$ cat src/rtl/core/comment_stripper_macros.svh
`ifndef COMMENT_STRIPPER_MACROS_SVH
`define COMMENT_STRIPPER_MACROS_SVH

// same-cycle implication, checked while out of reset
`define CS_ASSERT_NOW(lbl, ante, cons) \
    lbl: assert property (@(posedge i_clk) disable iff (!i_rst_n) (ante) |-> (cons)) \
        else $error("comment_stripper check failed");

// next-cycle implication, checked while out of reset
`define CS_ASSERT_NEXT(lbl, ante, cons) \
    lbl: assert property (@(posedge i_clk) disable iff (!i_rst_n) (ante) |=> (cons)) \
        else $error("comment_stripper check failed");

`endif

$ cat src/rtl/core/cs_pkg.sv
package cs_pkg;

    localparam int CS_Q_DEPTH = 4;
    localparam int CS_PTR_W   = 2;
    localparam int CS_CNT_W   = 3;

    localparam logic [7:0] CH_NUL    = 8'h00;
    localparam logic [7:0] CH_NL     = 8'h0A;
    localparam logic [7:0] CH_SPACE  = 8'h20;
    localparam logic [7:0] CH_DQUOTE = 8'h22;
    localparam logic [7:0] CH_SQUOTE = 8'h27;
    localparam logic [7:0] CH_STAR   = 8'h2A;
    localparam logic [7:0] CH_SLASH  = 8'h2F;
    localparam logic [7:0] CH_BSLASH = 8'h5C;

    typedef enum logic [4:0] {
        MODE_CODE  = 5'b00001,
        MODE_STR   = 5'b00010,
        MODE_CHR   = 5'b00100,
        MODE_LINE  = 5'b01000,
        MODE_BLOCK = 5'b10000
    } t_lex_mode;

    typedef struct packed {
        t_lex_mode  mode;
        logic       esc;
        logic       consumed;
        logic [7:0] ch;
    } t_lex_res;

    typedef struct packed {
        logic [7:0] clean_byte;
        logic       run_last;
        logic       final_char;
    } t_q_entry;

    // one lexer step on byte cur with lookahead nxt
    function automatic t_lex_res cs_lex(t_lex_mode mode, logic esc,
                                        logic [7:0] cur, logic [7:0] nxt);
        t_lex_res r;
        logic     is_lit;
        r.mode     = mode;
        r.esc      = esc;
        r.consumed = 1'b0;
        r.ch       = cur;
        is_lit     = (mode == MODE_STR) || (mode == MODE_CHR);
        case (mode)
            MODE_LINE: begin
                if (cur == CH_NL) begin
                    r.mode = MODE_CODE;
                    r.ch   = CH_NL;
                end else begin
                    r.ch = CH_SPACE;
                end
            end
            MODE_BLOCK: begin
                if (cur == CH_STAR && nxt == CH_SLASH) begin
                    r.mode     = MODE_CODE;
                    r.ch       = CH_SPACE;
                    r.consumed = 1'b1;
                end else begin
                    r.ch = (cur == CH_NL) ? CH_NL : CH_SPACE;
                end
            end
            default: begin
                if (!is_lit && cur == CH_SLASH && (nxt == CH_SLASH || nxt == CH_STAR)) begin
                    r.mode     = (nxt == CH_SLASH) ? MODE_LINE : MODE_BLOCK;
                    r.ch       = CH_SPACE;
                    r.consumed = 1'b1;
                end else if (esc) begin
                    r.esc = 1'b0;
                end else if (is_lit && cur == CH_BSLASH) begin
                    r.esc = 1'b1;
                end else if (mode != MODE_CHR && cur == CH_DQUOTE) begin
                    r.mode = (mode == MODE_STR) ? MODE_CODE : MODE_STR;
                end else if (mode != MODE_STR && cur == CH_SQUOTE) begin
                    r.mode = (mode == MODE_CHR) ? MODE_CODE : MODE_CHR;
                end
            end
        endcase
        return r;
    endfunction

endpackage

$ cat src/rtl/core/cs_in_if.sv
interface cs_in_if;
    logic       valid;
    logic       ready;
    logic [7:0] text_byte;
    logic       end_of_text;

    modport source (output valid, output text_byte, output end_of_text, input ready);
    modport sink   (input valid, input text_byte, input end_of_text, output ready);
endinterface

$ cat src/rtl/core/cs_out_if.sv
interface cs_out_if;
    logic       valid;
    logic       ready;
    logic [7:0] clean_byte;
    logic       run_last;
    logic       final_char;

    modport source (output valid, output clean_byte, output run_last, output final_char,
                    input ready);
    modport sink   (input valid, input clean_byte, input run_last, input final_char,
                    output ready);
endinterface

$ cat src/rtl/core/comment_stripper.sv
// Streaming C-style comment stripper. Every input byte gives one output byte: line and
// block comments come out as spaces, newlines inside comments are kept, and comment
// openers inside string or character literals are ignored (backslash escapes the next
// literal byte). One byte is held for lookahead, so an item gives zero, one or two
// results; the first byte of a text gives none until the next byte arrives, and an item
// with end_of_text flushes the held byte and returns the lexer to its reset state.
// The lexer step is combinational logic on accept; results go into a 4-entry queue and
// leave one per cycle while o_out.ready is high. An item is taken every cycle while the
// queue has two free entries, which sustains one byte per cycle as the lengths match.
`include "comment_stripper_macros.svh"

module comment_stripper
    import cs_pkg::*;
(
    input  logic     i_clk,
    input  logic     i_rst_n,
    cs_in_if.sink    i_in,
    cs_out_if.source o_out
);

    t_lex_mode            r_mode;
    logic                 r_esc;
    logic [7:0]           r_held;
    logic                 r_held_valid;

    t_q_entry             r_q [CS_Q_DEPTH];
    logic [CS_PTR_W-1:0]  r_wr_ptr;
    logic [CS_PTR_W-1:0]  r_rd_ptr;
    logic [CS_CNT_W-1:0]  r_count;

    logic                 acc;
    logic                 pop;
    t_lex_res             lx_a;
    t_lex_res             lx_b;
    t_lex_mode            mode_a;
    logic                 esc_a;
    logic                 hv_a;
    logic [1:0]           push_n;
    logic [7:0]           byte0;
    logic [7:0]           byte1;
    t_q_entry             e0;
    t_q_entry             e1;

    assign acc = i_in.valid & i_in.ready;
    assign pop = o_out.valid & o_out.ready;

    // no item is taken while reset is held
    assign i_in.ready = i_rst_n && (r_count <= CS_CNT_W'(CS_Q_DEPTH - 2));

    always_comb begin
        lx_a   = cs_lex(r_mode, r_esc, r_held, i_in.text_byte);
        mode_a = r_mode;
        esc_a  = r_esc;
        hv_a   = 1'b1;
        push_n = 2'd0;
        byte0  = CH_SPACE;
        byte1  = CH_SPACE;
        if (r_held_valid) begin
            mode_a = lx_a.mode;
            esc_a  = lx_a.esc;
            if (lx_a.consumed) begin
                // two-byte mark: both bytes become spaces
                push_n = 2'd2;
                hv_a   = 1'b0;
            end else begin
                push_n = 2'd1;
                byte0  = lx_a.ch;
            end
        end
        // flush of the new byte with a nul lookahead
        lx_b = cs_lex(mode_a, esc_a, i_in.text_byte, CH_NUL);
        if (i_in.end_of_text && hv_a) begin
            if (push_n == 2'd0) begin
                byte0 = lx_b.ch;
            end else begin
                byte1 = lx_b.ch;
            end
            push_n = push_n + 2'd1;
        end
        if (!acc) begin
            push_n = 2'd0;
        end
        e0.clean_byte = byte0;
        e0.run_last   = (push_n == 2'd1);
        e0.final_char = (push_n == 2'd1) && i_in.end_of_text;
        e1.clean_byte = byte1;
        e1.run_last   = 1'b1;
        e1.final_char = i_in.end_of_text;
    end

    always_ff @(posedge i_clk) begin
        if (!i_rst_n) begin
            r_mode       <= MODE_CODE;
            r_esc        <= 1'b0;
            r_held       <= CH_NUL;
            r_held_valid <= 1'b0;
        end else if (acc) begin
            if (i_in.end_of_text) begin
                r_mode       <= MODE_CODE;
                r_esc        <= 1'b0;
                r_held       <= CH_NUL;
                r_held_valid <= 1'b0;
            end else begin
                r_mode       <= mode_a;
                r_esc        <= esc_a;
                r_held       <= hv_a ? i_in.text_byte : CH_NUL;
                r_held_valid <= hv_a;
            end
        end
    end

    always_ff @(posedge i_clk) begin
        if (push_n != 2'd0) begin
            r_q[r_wr_ptr] <= e0;
        end
        if (push_n == 2'd2) begin
            r_q[r_wr_ptr + CS_PTR_W'(1)] <= e1;
        end
    end

    always_ff @(posedge i_clk) begin
        if (!i_rst_n) begin
            r_wr_ptr <= '0;
            r_rd_ptr <= '0;
            r_count  <= '0;
        end else begin
            r_wr_ptr <= r_wr_ptr + CS_PTR_W'(push_n);
            r_rd_ptr <= r_rd_ptr + CS_PTR_W'(pop);
            r_count  <= r_count + CS_CNT_W'(push_n) - CS_CNT_W'(pop);
        end
    end

    assign o_out.valid      = (r_count != '0);
    assign o_out.clean_byte = r_q[r_rd_ptr].clean_byte;
    assign o_out.run_last   = r_q[r_rd_ptr].run_last;
    assign o_out.final_char = r_q[r_rd_ptr].final_char;

    `CS_ASSERT_NOW(a_queue_bound, 1'b1, r_count <= CS_CNT_W'(CS_Q_DEPTH))
    `CS_ASSERT_NEXT(a_eot_resets, acc && i_in.end_of_text, !r_held_valid && r_mode == MODE_CODE)
    `CS_ASSERT_NEXT(a_held_gives_result, acc && r_held_valid, r_count != '0)
    `CS_ASSERT_NOW(a_final_is_last, o_out.valid && o_out.final_char, o_out.run_last)

endmodule

$ cat src/flat_wrapper.sv
// flat-port wrapper written by rule: the top's interface ports become plain ports
module comment_stripper_flat import cs_pkg::*;
  (i_clk, i_rst_n, i_in_valid, i_in_text_byte, i_in_end_of_text, i_in_ready, o_out_valid, o_out_clean_byte, o_out_run_last, o_out_final_char, o_out_ready);
  cs_in_if i_in_i ();
  cs_out_if o_out_i ();
  input  logic i_clk;
  input  logic i_rst_n;
  input wire logic [$bits(i_in_i.valid)-1:0] i_in_valid;
  input wire logic [$bits(i_in_i.text_byte)-1:0] i_in_text_byte;
  input wire logic [$bits(i_in_i.end_of_text)-1:0] i_in_end_of_text;
  output wire logic [$bits(i_in_i.ready)-1:0] i_in_ready;
  output wire logic [$bits(o_out_i.valid)-1:0] o_out_valid;
  output wire logic [$bits(o_out_i.clean_byte)-1:0] o_out_clean_byte;
  output wire logic [$bits(o_out_i.run_last)-1:0] o_out_run_last;
  output wire logic [$bits(o_out_i.final_char)-1:0] o_out_final_char;
  input wire logic [$bits(o_out_i.ready)-1:0] o_out_ready;
  assign i_in_i.valid = i_in_valid;
  assign i_in_i.text_byte = i_in_text_byte;
  assign i_in_i.end_of_text = i_in_end_of_text;
  assign i_in_ready = i_in_i.ready;
  assign o_out_valid = o_out_i.valid;
  assign o_out_clean_byte = o_out_i.clean_byte;
  assign o_out_run_last = o_out_i.run_last;
  assign o_out_final_char = o_out_i.final_char;
  assign o_out_i.ready = o_out_ready;
  comment_stripper u_core (.i_clk(i_clk), .i_rst_n(i_rst_n), .i_in(i_in_i), .o_out(o_out_i));
endmodule
$ cat config.mk
export PLATFORM = sky130hd
export DESIGN_NAME = comment_stripper_flat
export DESIGN_NICKNAME = d
export VERILOG_FILES = /design/src/rtl/core/cs_pkg.sv /design/src/rtl/core/cs_in_if.sv /design/src/rtl/core/cs_out_if.sv /design/src/rtl/core/comment_stripper.sv /design/src/flat_wrapper.sv
export VERILOG_INCLUDE_DIRS = /design/src /design/src/rtl/core
export SDC_FILE = /design/constraint.sdc
export NUM_CORES = 1
export LEC_CHECK = 0
export BUFFER_PORTS_ARGS = -buffer_cell sky130_fd_sc_hd__buf_4
export CAP_MARGIN = 20
export CORE_MARGIN = 2
export CORE_UTILIZATION = 40
export DETAILED_ROUTE_END_ITERATION = 8
export PLACE_DENSITY = 0.52
export SYNTH_ARGS = -nofsm -noshare
export SYNTH_HDL_FRONTEND = slang
export SYNTH_SLANG_ARGS = --single-unit
$ cat constraint.sdc
create_clock -name i_clk -period 4.7 [get_ports i_clk]
set_input_delay 0.235 -clock i_clk [delete_from_list [all_inputs] [get_ports i_clk]]
set_output_delay 0.235 -clock i_clk [all_outputs]
set_load 0.02 [all_outputs]
==> qor.txt, run 1 <==
RUN STATUS
--------------------------------------------------------------------------------
Run status                                                          finished clean

MIN PATH
--------------------------------------------------------------------------------
Cell depth of the worst hold path                                              2
Launch instance of the worst min-delay path                              i_rst_n
Type of the worst min-delay path                                    input pin to flop

PLACED DESIGN
--------------------------------------------------------------------------------
Gp weighted congestion                                                     0.951
Worst setup slack before clock tree synthesis                           0.958 ns
HPWL after detailed placement                                            7490 um
Post-placement cell count                                                    534
Number of I/O port buffers                                                    24

STA
--------------------------------------------------------------------------------
Setup total negative slack                                                  0 ns
Number of pins with negative max-slew slack in the final report                0
Measured slew at the worst slew-check pin                               0.823 ns
Tmin final                                                               3.81 ns
Maximum achievable frequency                                             263 MHz
Setup repair after global routing missed its margin                        false
Setup WS post-layout                                                    0.892 ns
Clk_skew                                                              0.00797 ns
Final count of negative-setup-slack endpoints                                  0
Max_slew headroom                                                          44.4%
Smallest hold slack                                                     0.184 ns
Number of endpoints with negative hold slack in the final report               0
Post-route fraction of the period consumed by the critical path            81.0%

FINAL LAYOUT
--------------------------------------------------------------------------------
Final standard cell count with taps included and fillers excluded            551
Number of antenna repair diodes                                                0
Area Growth Syn to Fin                                                     14.3%
Layout cell share with drive strength beyond 1                             20.3%
Number of nets in the final layout                                           433

GLOBAL ROUTING
--------------------------------------------------------------------------------
Wire length of the first global-routing pass                            16000 um
Maximum number of pins on one net before global-route repair                  25
Number of global-route vias before repair                                   2877
Total congestion overflow after global routing                                 0
GRT Total Usage                                                            20.0%
Initial antenna violation count                                                0

POWER
--------------------------------------------------------------------------------
Power density of the placed cells                                    360 nW/um^2
Static leakage power                                                     1.54 nW
Worst IR drop on VDD                                                  0.000184 V
Power, Total                                                             1.62 mW

SETUP PATH
--------------------------------------------------------------------------------
Critical R2R Launch                                                 u_core.r_mode[2]
Worst-path cell chain                                               xor2_1 -> a221o_2 -> nor4_4 -> nor2_1 -> ha_1 -> and2_1 -> o311ai_2 -> or2_1 -> o21ai_1 -> a32o_1
Kind of end point of the critical path                                      flop
Req. time, crit path                                                     4.80 ns
Reg2Reg Depth                                                                 10
Maximum fanout along the worst path                                           10
Worst path max stage delay                                               0.57 ns
Crit path from                                                      u_core.r_mode[2]
Data arrival at the endpoint of the critical path                        3.90 ns
Type of element launching the critical path                                 flop
Category of the most critical setup path                            flop to flop
Cell type of the slowest stage on the worst timing path             sky130_fd_sc_hd__o311ai_2

ROUTE
--------------------------------------------------------------------------------
Total detailed-routing wirelength                                       10100 um
Post-route antenna net violation count                                         0
Initial DRT Pass Iterations                                                    5
Via-per-instance ratio                                                      5.69
DR DRC count                                                                   0
Detailed-route wire length per cell                                      18.3 um
First DRT Iteration DRCs                                                     165
Total number of vias                                                        3134

LOGIC SYNTHESIS
--------------------------------------------------------------------------------
Area of the mapped netlist                                             3920 um^2
Part of the Yosys area used for sequential elements                        40.8%
Warnings from Yosys                                                            0
Number of flip-flops and latches in the synthesized netlist                   62
Number of synthesized flops with an enable pin                                36
Fraction of registers with async set/reset                                    0%
Avg Synthesized Cell Area                                              10.2 um^2
Dominant register cell in the synthesized netlist                   sky130_fd_sc_hd__edfxtp_1
Mapped Cells                                                                 385
Total nets after synthesis                                                   405
Number of different library cells in the post-synthesis netlist               72

CLOCK TREE
--------------------------------------------------------------------------------
CTS resizes                                                                    0
Clock transition at the registers of the reported paths                  0.08 ns
Clock tree buffer depth                                                        2
TritonCTS clock tree                                                        done
Number of clock buffers inserted by TritonCTS                                  9
Root buffer cell                                                    sky130_fd_sc_hd__clkbuf_8
Buffers inserted during post-CTS setup optimization                            0
Clock sink count                                                              62
Hold-fix buffer count after cts                                                0
Clock H-tree levels                                                            3
Worst skew pair latency                                                  0.35 ns

FLOORPLAN
--------------------------------------------------------------------------------
Chip Height                                                               103 um
Die span in x                                                             103 um
Standard cell core area                                                9640 um^2
Effective utilization at floorplan                                         40.7%
Die area                                                              10600 um^2
I/O pin count                                                                 25
Floorplan row count                                                           36

FLOW RUN
--------------------------------------------------------------------------------
Maxcap violations                                                              0

where the power goes:
part,leakage (nW),total (mW),internal [mW],switching [mW]
clock,0.112,0.546,0.307,0.239
sequential,0.576,0.666,0.610,0.0554
combinational,0.848,0.404,0.200,0.203
total,1.54,1.62,1.12,0.498
routing by layer:
layer / routed length, um / share of wire (%) / up-vias / GRT usage, %
li1: - / - / 1552 / -
met1: 4770 / 47 / 1484 / 27.6
met2: 4700 / 47 / 87 / 30.9
met3: 465 / 4.6 / 11 / 5.08
met4: 149 / 1.5 / 0 / 6.17
met5: 0 / 0 / - / 0
synth_stat cells, types with 3 or more instances:
cell                       count  area share [%]
sky130_fd_sc_hd__nor4b_1       4            0.89
sky130_fd_sc_hd__o21ai_0      17             2.2
sky130_fd_sc_hd__a22oi_1      13             2.5
sky130_fd_sc_hd__nand3_1       7            0.89
sky130_fd_sc_hd__ha_1          6             1.9
sky130_fd_sc_hd__nor3_1        4            0.51
sky130_fd_sc_hd__clkbuf_1     11             1.1
sky130_fd_sc_hd__nand4_1       6            0.96
sky130_fd_sc_hd__or2_2         4            0.64
sky130_fd_sc_hd__nor4_1        5            0.80
sky130_fd_sc_hd__a22o_1       10             2.2
sky130_fd_sc_hd__dfxtp_1      26              13
sky130_fd_sc_hd__nor3_2        4             1.0
sky130_fd_sc_hd__a21oi_1      19             2.4
sky130_fd_sc_hd__and2_1       18             2.9
sky130_fd_sc_hd__xor2_1        4            0.89
sky130_fd_sc_hd__nand2_1      36             3.4
sky130_fd_sc_hd__nor2b_1      15             2.4
sky130_fd_sc_hd__o211ai_1      5            0.96
sky130_fd_sc_hd__inv_1        15             1.4
sky130_fd_sc_hd__or3_1         3            0.48
sky130_fd_sc_hd__a32o_1       11             2.8
sky130_fd_sc_hd__nor2_1       31             3.0
sky130_fd_sc_hd__edfxtp_1     36              28
sky130_fd_sc_hd__mux4_2       10             5.7
sky130_fd_sc_hd__o22ai_1       6            0.96
sky130_fd_sc_hd__xnor2_1       4            0.89
worst max-delay path, delay by kind of cell (launching register included):
family          cells  cell delay, ns
fa+ha+maj           1            0.31
xor+xnor            1            0.17
flops               1            0.56
compound gates      4            1.63
simple gates        4            0.87
layout make-up:
cell class                 instances  area, um^2
clock buffer                       9         124
clock inverter                     7         105
fill                             946        5150
inverter                          15        56.3
multi-input combinational        293        2190
sequential                        62        1600
tap                              133         166
timing repair buffer              32         240
kinds of logic (layout without fill, tap and decap cells):
group,after synthesis,after routing,share of synthesized area (%)
and+or+nand+nor,157,157,23.5
AOI/OAI and AO/OA,110,110,21.8
DFF,62,62,40.8
buffers and inverters,30,63,3.28
muxes,10,10,5.74
xor gates and xnor gates,9,9,2.49
adders and majority gates,7,7,2.42
path summary, 6_finish.rpt:
check | slack [ns] | to
max | 0.89 | u_core.r_q[2][9]
min | 0.18 | u_core.r_mode[0]
max reg2reg | 0.89 | u_core.r_q[2][9]
min reg2reg | 0.47 | u_core.r_q[0][1]
registers in the layout (all words and copies together), names as in the netlist:
name	count
u_core.r_count	3
u_core.r_mode	5
u_core.r_rd_ptr	2
u_core.r_esc	1
u_core.r_held_valid	1
u_core.r_held	8
u_core.r_q	40
u_core.r_wr_ptr	2
layout by cell type, fill, tap and decap left out, types with 3 or more instances in the layout:
master	instances
sky130_fd_sc_hd__nor4_1	5
sky130_fd_sc_hd__nand2_1	36
sky130_fd_sc_hd__a21oi_1	19
sky130_fd_sc_hd__mux4_2	10
sky130_fd_sc_hd__or2_2	4
sky130_fd_sc_hd__ha_1	6
sky130_fd_sc_hd__xor2_1	4
sky130_fd_sc_hd__nor3_2	4
sky130_fd_sc_hd__dfxtp_1	26
sky130_fd_sc_hd__buf_4	31
sky130_fd_sc_hd__o211ai_1	5
sky130_fd_sc_hd__clkbuf_8	9
sky130_fd_sc_hd__nor3_1	4
sky130_fd_sc_hd__or3_1	3
sky130_fd_sc_hd__nand3_1	7
sky130_fd_sc_hd__xnor2_1	4
sky130_fd_sc_hd__a22o_1	10
sky130_fd_sc_hd__edfxtp_1	36
sky130_fd_sc_hd__a32o_1	11
sky130_fd_sc_hd__nor4b_1	4
sky130_fd_sc_hd__a22oi_1	13
sky130_fd_sc_hd__nor2b_1	15
sky130_fd_sc_hd__o22ai_1	6
sky130_fd_sc_hd__inv_1	15
sky130_fd_sc_hd__nor2_1	31
sky130_fd_sc_hd__nand4_1	6
sky130_fd_sc_hd__o21ai_0	17
sky130_fd_sc_hd__and2_1	18
per-stage QoR:
stage	utilization, %	area [um^2]
2_1_floorplan	-	3920
3_3_place_gp	44.1	4250
3_5_place_dp	44.1	4250
4_1_cts	46.5	4480
5_1_grt	46.5	4490
6_report	46.5	4490
Note: power is estimated with default switching activity, not from simulation.
==> run 2, diff against run 1 <==
--- a/config.mk
+++ b/config.mk
@@ -6,12 +6,13 @@
 export SDC_FILE = /design/constraint.sdc
 export NUM_CORES = 1
 export LEC_CHECK = 0
+export ABC_AREA = 1
 export BUFFER_PORTS_ARGS = -buffer_cell sky130_fd_sc_hd__buf_4
 export CAP_MARGIN = 20
 export CORE_MARGIN = 2
 export CORE_UTILIZATION = 40
 export DETAILED_ROUTE_END_ITERATION = 8
-export PLACE_DENSITY = 0.52
+export PLACE_DENSITY = 0.55
 export SYNTH_ARGS = -nofsm -noshare
 export SYNTH_HDL_FRONTEND = slang
 export SYNTH_SLANG_ARGS = --single-unit
==> constraint.sdc (replaced) <==
create_clock -name i_clk -period 3.4 [get_ports i_clk]
set_input_delay 0.17 -clock i_clk [delete_from_list [all_inputs] [get_ports i_clk]]
set_output_delay 0.17 -clock i_clk [all_outputs]
set_load 0.02 [all_outputs]
==> run 2 against run 1 <==
  * Sequential cell count is the same
  * Area after synthesis decreased by 1.1%
  * Design area down 1.1%
  * Count of clock-buffer cells in the layout grew 3
  * Cell count increased by 31%
  * Hold slack lost 0.11 ns
==> qor.txt, run 2 <==
RUN STATUS
--------------------------------------------------------------------------------
Run status                                                          finished clean

LOGIC SYNTHESIS
--------------------------------------------------------------------------------
Xor and xnor area share after synthesis                                   0.677%
Total nets after synthesis                                                   577
Fraction of the mapped netlist area in compound gates                      12.4%
Area of the mapped netlist                                             3880 um^2
Area fraction in and, or, nand and nor cells after synthesis               35.6%
Number of synthesized flops with an enable pin                                36
Mapped Cells                                                                 557
Main combinational cell family by area after synthesis              simple AND/OR/NAND/NOR gates
Dominant register cell in the synthesized netlist                   sky130_fd_sc_hd__edfxtp_1
Avg Synthesized Cell Area                                              6.97 um^2
Part of the Yosys area used for sequential elements                        41.3%
Fraction of registers with async set/reset                                    0%
Number of flip-flops and latches in the synthesized netlist                   62
Most instantiated cells after synthesis                             sky130_fd_sc_hd__nand2_1 (176), sky130_fd_sc_hd__nor2_1 (62), sky130_fd_sc_hd__inv_1 (57), sky130_fd_sc_hd__nand3_1 (53), sky130_fd_sc_hd__edfxtp_1 (36)
Most repeated cell in the gate-level netlist after synthesis        sky130_fd_sc_hd__nand2_1
Multiplexer share of the synthesized area                                     0%
Number of different library cells in the post-synthesis netlist               35
Top cell type's share of synthesized area                                  27.9%
Warnings from Yosys                                                            0
Area leader, netlist                                                sky130_fd_sc_hd__edfxtp_1
Area share of fa/ha/maj cells after synthesis                              2.45%
Main area contributors after synthesis                              sky130_fd_sc_hd__edfxtp_1 (28%), sky130_fd_sc_hd__nand2_1 (17%), sky130_fd_sc_hd__dfxtp_1 (13%)

STA
--------------------------------------------------------------------------------
Final count of negative-setup-slack endpoints                                  0
Setup total negative slack                                                  0 ns
Number of endpoints with negative hold slack in the final report               0
Max_slew headroom                                                          45.9%
Number of pins with negative max-slew slack in the final report                0
Maximum achievable frequency                                             320 MHz
Clk_skew                                                               0.0120 ns
Post-route fraction of the period consumed by the critical path            91.8%
Tmin final                                                               3.12 ns
Setup repair after global routing missed its margin                        false
Measured slew at the worst slew-check pin                               0.809 ns

FINAL LAYOUT
--------------------------------------------------------------------------------
Final standard cell count with taps included and fillers excluded            720
Largest Register                                                      u_core.r_q
Sequential cell area                                                   1610 um^2
Layout cell share with drive strength beyond 1                             14.4%
Core occupancy in the finished layout                                      47.6%
Number of antenna repair diodes                                                0
Number of nets in the final layout                                           606
Commonest non-fill, non-tap cells in the layout                     sky130_fd_sc_hd__nand2_1 (176), sky130_fd_sc_hd__nor2_1 (61), sky130_fd_sc_hd__inv_1 (57)
Registers with the most flip-flops                                  u_core.r_q: 40 flops, u_core.r_held: 8 flops, u_core.r_mode: 5 flops
Most common cell after layout, fill and taps aside                  sky130_fd_sc_hd__nand2_1
Area taken by multi-input logic gates                                  2000 um^2
Fill count                                                                   972
Post-route cell area                                                   4440 um^2
Area Growth Syn to Fin                                                     14.3%
Flip-flop count of the largest register after layout                          40

ROUTE
--------------------------------------------------------------------------------
Via-per-instance ratio                                                      5.07
DR DRC count                                                                   0
Detailed-route wire length per cell                                      14.4 um
Post-route antenna net violation count                                         0
Initial DRT Pass Iterations                                                    5
First DRT Iteration DRCs                                                     160
Total detailed-routing wirelength                                       10400 um
Total number of vias                                                        3652

SETUP PATH
--------------------------------------------------------------------------------
Kind of cell adding the most delay to the critical path              adder cells
Type of element launching the critical path                                 flop
Sum of buffers and inverters on the critical path                              3
Worst-path cell chain                                               inv_1 -> nor2_1 -> nand3_1 -> nand2_4 -> nor2_2 -> nand2_4 -> o21ai_1 -> nor2_2 -> inv_1 -> ha_1 -> nand2_1 -> nand2_2 -> nand2_2 -> ha_1 -> inv_1 -> fa_1 -> xor2_1 -> o21ai_0 -> a21oi_1
Reg-to-reg setup timing slack                                            0.28 ns
Most frequent cell on the critical path                             sky130_fd_sc_hd__inv_1
Kind of end point of the critical path                                      flop
Maximum fanout along the worst path                                            6
Req. time, crit path                                                     3.63 ns
Worst path max stage delay                                               0.43 ns
Data arrival at the endpoint of the critical path                        3.35 ns
Cell type of the slowest stage on the worst timing path             sky130_fd_sc_hd__dfxtp_1
Category of the most critical setup path                            flop to flop

POWER
--------------------------------------------------------------------------------
Cell Int Power                                                           1.48 mW
Power density of the placed cells                                    514 nW/um^2
Clk pwr share                                                              29.5%
Worst IR drop on VDD                                                  0.000287 V
Psw                                                                       801 uW
Gate power share                                                           31.6%
Sequential Power Share                                                     39.0%
Sw frac                                                                    35.1%
Static leakage power                                                     2.13 nW

FLOORPLAN
--------------------------------------------------------------------------------
Standard cell core area                                                9330 um^2
I/O pin count                                                                 25
Effective utilization at floorplan                                         41.6%
Die span in x                                                             103 um
Die area                                                              10500 um^2
Floorplan row count                                                           35
Chip Height                                                               103 um

CLOCK TREE
--------------------------------------------------------------------------------
Clock H-tree levels                                                            3
Clock sink count                                                              62
Worst skew pair latency                                                  0.35 ns
Number of clock buffers inserted by TritonCTS                                  9
TritonCTS clock tree                                                        done
Hold-fix buffer count after cts                                                0
Clock tree buffer depth                                                        2
Root buffer cell                                                    sky130_fd_sc_hd__clkbuf_8
Clock transition at the registers of the reported paths                  0.07 ns

FLOW RUN
--------------------------------------------------------------------------------
Maxcap violations                                                              0

PLACED DESIGN
--------------------------------------------------------------------------------
Post-placement cell count                                                    702
HPWL after detailed placement                                            7640 um
Gp weighted congestion                                                     0.981
DP Area                                                                4200 um^2
Number of I/O port buffers                                                    24

GLOBAL ROUTING
--------------------------------------------------------------------------------
Number of global-route vias before repair                                   3459
Maximum number of pins on one net before global-route repair                  23
Initial antenna violation count                                                0
Wire length of the first global-routing pass                            16900 um
Total congestion overflow after global routing                                 0
GRT Total Usage                                                            21.2%

MIN PATH
--------------------------------------------------------------------------------
Type of the worst min-delay path                                    input pin to flop

## run 2: changes by cell type after synthesis, moves of 11 or more
cell,before,now
sky130_fd_sc_hd__nand3_1,7,53
sky130_fd_sc_hd__and2_1,18,0
sky130_fd_sc_hd__inv_1,15,57
sky130_fd_sc_hd__a32o_1,11,0
sky130_fd_sc_hd__o21ai_0,17,35
sky130_fd_sc_hd__nand2_1,36,176
sky130_fd_sc_hd__nor2_1,31,62
sky130_fd_sc_hd__nor2b_1,15,0
sky130_fd_sc_hd__a22oi_1,13,0
## run 2: worst reg2reg max path: stages, from the launching register on
cell	delay, ns
sky130_fd_sc_hd__dfxtp_1	0.43
sky130_fd_sc_hd__inv_1	0.08
sky130_fd_sc_hd__nor2_1	0.10
sky130_fd_sc_hd__nand3_1	0.17
sky130_fd_sc_hd__nand2_4	0.15
sky130_fd_sc_hd__nor2_2	0.06
sky130_fd_sc_hd__nand2_4	0.10
sky130_fd_sc_hd__o21ai_1	0.10
sky130_fd_sc_hd__nor2_2	0.13
sky130_fd_sc_hd__inv_1	0.08
sky130_fd_sc_hd__ha_1	0.27
sky130_fd_sc_hd__nand2_1	0.06
sky130_fd_sc_hd__nand2_2	0.09
sky130_fd_sc_hd__nand2_2	0.08
sky130_fd_sc_hd__ha_1	0.29
sky130_fd_sc_hd__inv_1	0.05
sky130_fd_sc_hd__fa_1	0.42
sky130_fd_sc_hd__xor2_1	0.16
sky130_fd_sc_hd__o21ai_0	0.14
sky130_fd_sc_hd__a21oi_1	0.05
## run 2: path summary, 6_finish.rpt
kind	depth (start not counted)	to	start
max	19	u_core.r_count[2]	u_core.r_mode[1]
min	2	u_core.r_mode[0]	i_rst_n
max reg2reg	19	u_core.r_count[2]	u_core.r_mode[1]
min reg2reg	2	u_core.r_q[1][1]	u_core.r_q[1][1]
## run 2: through the flow
step | power [mW] | hold slack [ns] | setup slack [ns]
after floorplan | 1.37 | 0.255 | 0.541
after global placement | 1.62 | 0.425 | 0.278
after detailed placement | 1.63 | 0.427 | 0.248
after CTS | 2.30 | 0.0642 | 0.243
after global routing | 2.42 | 0.0646 | 0.00437
final | 2.28 | 0.0742 | 0.280
## run 2: per-layer routing
layer	global-route usage, %	routed length [um]	share of wire (%)	vias to the layer above
met5	0	0	0	-
met4	7.18	154	1.5	0
met3	4.81	503	4.9	13
met2	36.1	4980	48	98
met1	26.5	4710	46	1657
li1	-	-	-	1884
## run 2: timing repair
| action | CTS | global route |
|---|---|---|
| setup buffers | 0 | 2 |
| setup endpoints to repair | 0 | 1 |
| gates resized for setup | 0 | 7 |
## run 2: layout make-up
cell class / count / area share, %
clock buffers: 12 / 3.50
clock inverters: 4 / 1.04
flip-flops and latches: 62 / 36.2
multi-input cells: 417 / 45.1
inverters: 68 / 5.75
repair buffers: 28 / 4.74
well taps: 129 / 3.64
## run 2: logic make-up (layout without fill, tap and decap cells)
| kind of cell | after synthesis | in the layout |
|---|---|---|
| AO/OA/AOI/OAI | 86 | 86 |
| buffers and inverters | 78 | 112 |
| XOR/XNOR | 3 | 3 |
| AND/OR/NAND/NOR | 321 | 321 |
| flip-flops | 62 | 62 |
| adder cells (fa/ha/maj) | 7 | 7 |
## run 2: power by group through the flow
stage | logic (mW) | clock network (mW) | registers, mW
2_1_floorplan | 0.484 | 0 | 0.887
3_3_place_gp | 0.713 | 0 | 0.902
3_5_place_dp | 0.728 | 0 | 0.904
4_1_cts | 0.731 | 0.681 | 0.888
5_1_grt | 0.813 | 0.712 | 0.895
6_report | 0.720 | 0.672 | 0.888
